[src/rtl/lcp_sa_pkg.sv]
// ----------------------------------------------------------------------------
// LCP array package
// Shared constants, codes and the command and status types that join the
// controller and the datapath of the LCP array block.
// ----------------------------------------------------------------------------
package lcp_sa_pkg;

	// Default text capacity in positions.
	localparam int DEF_MAX_LEN = 4096;

	// Field widths of the request and result beats.
	localparam int TEXT_W = 8;
	localparam int POS_W  = 12;
	localparam int LEN_W  = 12;
	localparam int ERR_W  = 2;

	// Largest prefix length that a result can carry.
	localparam logic [LEN_W-1:0] LEN_SAT = '1;

	// Request kinds.
	typedef enum logic {
		REQ_LOAD = 1'b0,
		REQ_READ = 1'b1
	} req_t;

	// Result error codes.
	typedef enum logic [ERR_W-1:0] {
		ERR_OK           = 2'd0,
		ERR_RANGE        = 2'd1,
		ERR_OVERFLOW     = 2'd2,
		ERR_NOT_COMPUTED = 2'd3
	} err_t;

	// Commands from the controller to the datapath.
	typedef struct packed {
		logic load;         // store one text position
		logic clear_step;   // clear rank and prefix entry i
		logic rank_issue;   // read suffix entry i for the inverse rank
		logic walk_rank_rd; // read rank of text position i
		logic walk_top;     // top rank: prefix entry is zero, match length resets
		logic walk_jrd;     // read suffix entry at rank r+1
		logic cmp_issue;    // read both text bytes of the next compare
		logic cmp_inc;      // bytes matched: extend match length
		logic walk_write;   // write prefix entry, shorten match length
		logic finish;       // mark computed, give the completion result
		logic read_issue;   // start a read of one prefix entry
		logic read_emit;    // give the read result
	} lcp_cmd_t;

	// Status from the datapath to the controller.
	typedef struct packed {
		logic last_pos;  // index i is the last loaded position
		logic top_rank;  // rank r is the top rank
		logic in_bounds; // both compare positions lie inside the text
		logic text_eq;   // the two compared text bytes are equal
	} lcp_status_t;

endpackage

[src/rtl/lcp_sa_ctrl.sv]
// ----------------------------------------------------------------------------
// LCP array controller
// State machine that sequences loading, the clearing pass, the inverse rank
// pass, the compare walk and single entry reads.
// ----------------------------------------------------------------------------
module lcp_sa_ctrl (
	input  logic                     clk,
	input  logic                     arst_n,
	input  logic                     start,
	input  logic                     req_type,
	input  logic                     last_load,
	input  lcp_sa_pkg::lcp_status_t  status,
	output logic                     busy,
	output lcp_sa_pkg::lcp_cmd_t     cmd
);
	import lcp_sa_pkg::*;

	typedef enum logic [9:0] {
		S_IDLE   = 10'b00_0000_0001,
		S_CLEAR  = 10'b00_0000_0010,
		S_RANK   = 10'b00_0000_0100,
		S_FLUSH  = 10'b00_0000_1000,
		S_WRANK  = 10'b00_0001_0000,
		S_WCHECK = 10'b00_0010_0000,
		S_CISSUE = 10'b00_0100_0000,
		S_CTEST  = 10'b00_1000_0000,
		S_FINISH = 10'b01_0000_0000,
		S_READ   = 10'b10_0000_0000
	} state_t;

	state_t state_q;
	state_t state_d;

	// Next state and command decode.
	always_comb begin
		cmd     = '0;
		state_d = state_q;
		case (state_q)
			S_IDLE: begin
				if (start) begin
					if (req_type == REQ_READ) begin
						cmd.read_issue = 1'b1;
						state_d        = S_READ;
					end else begin
						cmd.load = 1'b1;
						if (last_load) begin
							state_d = S_CLEAR;
						end
					end
				end
			end
			S_CLEAR: begin
				cmd.clear_step = 1'b1;
				if (status.last_pos) begin
					state_d = S_RANK;
				end
			end
			S_RANK: begin
				cmd.rank_issue = 1'b1;
				if (status.last_pos) begin
					state_d = S_FLUSH;
				end
			end
			S_FLUSH: begin
				// The last rank write drains from the pipeline here.
				state_d = S_WRANK;
			end
			S_WRANK: begin
				cmd.walk_rank_rd = 1'b1;
				state_d          = S_WCHECK;
			end
			S_WCHECK: begin
				if (status.top_rank) begin
					cmd.walk_top = 1'b1;
					state_d      = status.last_pos ? S_FINISH : S_WRANK;
				end else begin
					cmd.walk_jrd = 1'b1;
					state_d      = S_CISSUE;
				end
			end
			S_CISSUE: begin
				if (status.in_bounds) begin
					cmd.cmp_issue = 1'b1;
					state_d       = S_CTEST;
				end else begin
					cmd.walk_write = 1'b1;
					state_d        = status.last_pos ? S_FINISH : S_WRANK;
				end
			end
			S_CTEST: begin
				if (status.text_eq) begin
					cmd.cmp_inc = 1'b1;
					state_d     = S_CISSUE;
				end else begin
					cmd.walk_write = 1'b1;
					state_d        = status.last_pos ? S_FINISH : S_WRANK;
				end
			end
			S_FINISH: begin
				cmd.finish = 1'b1;
				state_d    = S_IDLE;
			end
			S_READ: begin
				cmd.read_emit = 1'b1;
				state_d       = S_IDLE;
			end
			default: begin
				state_d = S_IDLE;
			end
		endcase
	end

	// State register.
	always_ff @(posedge clk or negedge arst_n) begin
		if (!arst_n) begin
			state_q <= S_IDLE;
		end else begin
			state_q <= state_d;
		end
	end

	assign busy = (state_q != S_IDLE);

endmodule

[config.mk]
export PLATFORM = sky130hd
export DESIGN_NAME = lcp_sa_ctrl
export DESIGN_NICKNAME = d
export VERILOG_FILES = /design/src/rtl/lcp_sa_pkg.sv /design/src/rtl/lcp_sa_ctrl.sv
export SDC_FILE = /design/constraint.sdc
export NUM_CORES = 1
export LEC_CHECK = 0
export BUFFER_PORTS_ARGS = -buffer_cell sky130_fd_sc_hd__buf_2
export CORE_MARGIN = 3
export CORE_UTILIZATION = 45
export CTS_BUF_LIST = sky130_fd_sc_hd__clkbuf_4 sky130_fd_sc_hd__clkbuf_8
export DETAILED_ROUTE_END_ITERATION = 8
export GPL_ROUTABILITY_DRIVEN = 1
export PLACE_DENSITY = 0.69
export SLEW_MARGIN = 20
export SYNTH_ARGS = -nofsm -noshare
export SYNTH_HDL_FRONTEND = slang
export SYNTH_SLANG_ARGS = --single-unit
[constraint.sdc]
create_clock -name clk -period 3.55 [get_ports clk]
set_input_delay 0.1775 -clock clk [delete_from_list [all_inputs] [get_ports clk]]
set_output_delay 0.1775 -clock clk [all_outputs]
set_load 0.005 [all_outputs]
==> metrics list <==
- Result of the run: complete, no violations
- In this run the critical register-to-register path is launched from state_q[6].
- Total standard cell area after synthesis: 714.4 sq um
- In the synthesized netlist the dominant register cell turns out to be sky130_fd_sc_hd__dfrtp_1.
- Wire length of the first global-routing pass: roughly 2.5 mm
- Hold path cells: 2
* Worst reg-to-reg setup slack: 2.02 ns
- Share of cells above drive strength 1: 0.3636
* Clock-pin slew on the worst setup and hold paths: 0.07 ns
* Peak Freq: 525.8 MHz
* Last weighted congestion value of the routability-driven placer: around 0.80
- Fill cells in the final layout number between 100 and 150.
* IO Count: 22
- The number of nets handed over by synthesis was between 80 and 90.
- For hold timing, the worst endpoint is state_q[1].
* Number of synthesized flops with an enable pin: 0
* Syn avg cell area: between 9 and 10 sq um
- Via Count: between 600 and 700
* Most flops, register: state_q
* Sequential fraction of the synthesis area: 0.3520
- Across the routed clock network, the largest skew measured is 0.006398 ns.
* Final min period: 1.902 ns
- Max_slew headroom: 0.6650
- Once detail routing completed, the nets flagged for antenna violations numbered 0.
* Unique cell type count in the Yosys netlist: 33
* Hold Startpoint: req_type
- Overflow left after global routing: 0
- Max FFs per register: 10
* DR WL/cell: roughly 13 microns
* Routed wire length: 1.476 mm
* Synthesis-to-layout area growth: 22.42%
- Overall power consumption after layout is estimated at about 290 uW.
- Setup violations remaining at the end of the flow were counted as 0.
- In the synthesized netlist the async set-or-reset flop fraction comes to 1.000.
- Largest net degree at the start of global routing: 11
- Total placed cells including tap cells: 109
- CTS tree: built
- The floorplan has 13 rows.
* Critical path startpoint category: flop
* Detailed Place HPWL: 1.165 mm
- Post-synthesis cell count: 75
- For this run, the number of Yosys warnings is 0.
- Port buffer count: 21
- Most common cell after layout, fill and taps aside: sky130_fd_sc_hd__buf_2
- In the finished design, the share of the clock period the worst path needs comes to 0.5357.
- Number of synthesized register bits: 10
* Worst hold slack after final layout: roughly 0.15 ns
- In this run the number of H-tree levels came out at 1.
- The number of failing hold endpoints at the final stage is 0.
- The clock passes through at most 2 buffers.
* Sum of negative setup slack: 0 ns
- Avg Vias per Cell: about 5.4
* CTS sink cnt: 10
- Non-filler instance count after layout: roughly 110
* Die area: ~2100 sq um
- STA puts the critical path data required time at roughly 3.4 ns.
- Slew at the pin with the worst max-slew slack: ~0.5 ns
* Total cell area at the placement stage: 828.3 sq um
- At the worst endpoint, the arrival time is around 1.7 ns.
- Power spread over the standard cell area amounts to roughly 340 nW/um^2.
* Die X: approximately 46 microns
- The largest registers in the layout are state_q (10).
- Along the worst path, the maximum fanout reaches 7.
- The tree is rooted in a sky130_fd_sc_hd__clkbuf_4.
* Clock latency of the later-clocked register in the worst-skew pair: around 0.28 ns
- Vias in the first global route: 560
- Before CTS, the worst setup slack after placement is 1.964 ns.
* Initial antenna violation count: 0
- Initial core utilization: 0.5107
- Setup Buffers After CTS: 0
- Number of buffers inserted during clock tree synthesis: 3
* Class of the worst hold path: input pin to flop
- Once routing completed, OpenROAD measured the worst setup slack at 1.648 ns.
- For this run, the detailed router's first-pass iteration total came to 4.
* Post-route cell area: 874.6 sq um
- Worst flop-to-flop path endpoint: state_q[2]
- ANT cells: 0
- Setup crit end kind: primary output
- Summed over all cells, the static leakage comes to approximately 0.45 nW.
- The top cell types in the final layout, fill and taps aside, are 21 x sky130_fd_sc_hd__buf_2, 10 x sky130_fd_sc_hd__nor2_1, 9 x sky130_fd_sc_hd__dfrtp_1, 6 x sky130_fd_sc_hd__inv_1.
- Max cap viols: 0
* Max-slew violation count: 0
- Counting cells, the worst reg-to-reg path comes to 4.
- Setup repair after global routing left no endpoint under its margin.
* Starting DRT DRC Count: 16
- Once layout is complete, the utilization of the core stands at 0.6252.
- VDD IR max: 0.2372 mV
* Total number of nets in the final design: approximately 110
* Worst setup path category: flop to primary output
* Core Box Area: between 1000 and 1500 sq um
* Die Y-Extent: between 40 and 50 microns
* Global-route usage over all layers: 0.1700
- Post-route DRC violation count: 0
==> where the power goes <==
group          switching [mW]  internal [mW]  total [mW]
sequential            0.00938          0.120       0.129
clock                  0.0420         0.0624       0.104
combinational          0.0309         0.0304      0.0612
==> synthesized netlist by cell type, drive strengths merged, types with 2 or more instances <==
master  count  area, sq um
nand2       2        7.510
nor2b       2        12.51
o32ai       2        25.03
o21ai       2        10.01
nand3       4        20.02
and4b       2        21.27
and2        3        18.77
and3        4        25.02
nor3        3        15.01
buf         2        10.01
and2b       3        22.52
inv         6        22.52
dfrtp       9        225.2
nor2       10        37.54
nor3b       3        22.52
nor4        4        67.56
==> worst max-delay path by stage <==
| stage | from | end | slack [ns] | cells after the start |
|---|---|---|---|---|
| 4_1_cts | state_q[6] | cmd[1] | 1.64 | 4 |
| 6_report | state_q[6] | cmd[11] | 1.65 | 4 |
| 5_1_grt | state_q[6] | cmd[11] | 1.52 | 4 |
| 3_5_place_dp | state_q[6] | cmd[1] | 1.96 | 4 |
| 2_1_floorplan | state_q[6] | cmd[11] | 2.16 | 3 |
| 3_3_place_gp | state_q[6] | cmd[11] | 1.97 | 4 |
==> critical path: stages (launching register included) <==
cell and delay, ns:
sky130_fd_sc_hd__dfrtp_1 0.44, sky130_fd_sc_hd__nor4_4 0.53, sky130_fd_sc_hd__nand4b_4 0.19, sky130_fd_sc_hd__nor3_1 0.15
sky130_fd_sc_hd__buf_2 0.13
==> cell families after synthesis <==
| group | after synthesis | share of synthesized area |
|---|---|---|
| AOI/OAI and AO/OA | 9 | 0.1051 |
| buffers and inverters | 9 | 0.05078 |
| DFF | 10 | 0.3520 |
| muxes | 1 | 0.01576 |
| and+or+nand+nor | 46 | 0.4763 |
==> routing by layer <==
metal | GRT usage | part of all wire | vias up
met2 | 0.2390 | 0.42 | 18
met5 | 0 | 0 | -
li1 | - | - | 323
met1 | 0.2494 | 0.50 | 272
met3 | 0.03557 | 0.062 | 4
met4 | 0.06818 | 0.016 | 0
==> cell type report <==
type,instances,area [sq um],share of cell area
repair buffers,22,115.1,0.1316
clock buffers,4,36.28,0.04149
well taps,15,18.77,0.02146
inverters,7,26.28,0.03004
flip-flops and latches,10,251.5,0.2876
multi-input cells,56,426.7,0.4878
==> timing repair <==
action                                 in CTS  in global routing
hold buffers                                1                  0
endpoints found under the hold margin      10                  0
resized for setup                           0                  0
No activity file was read; power rests on OpenSTA's default activity.
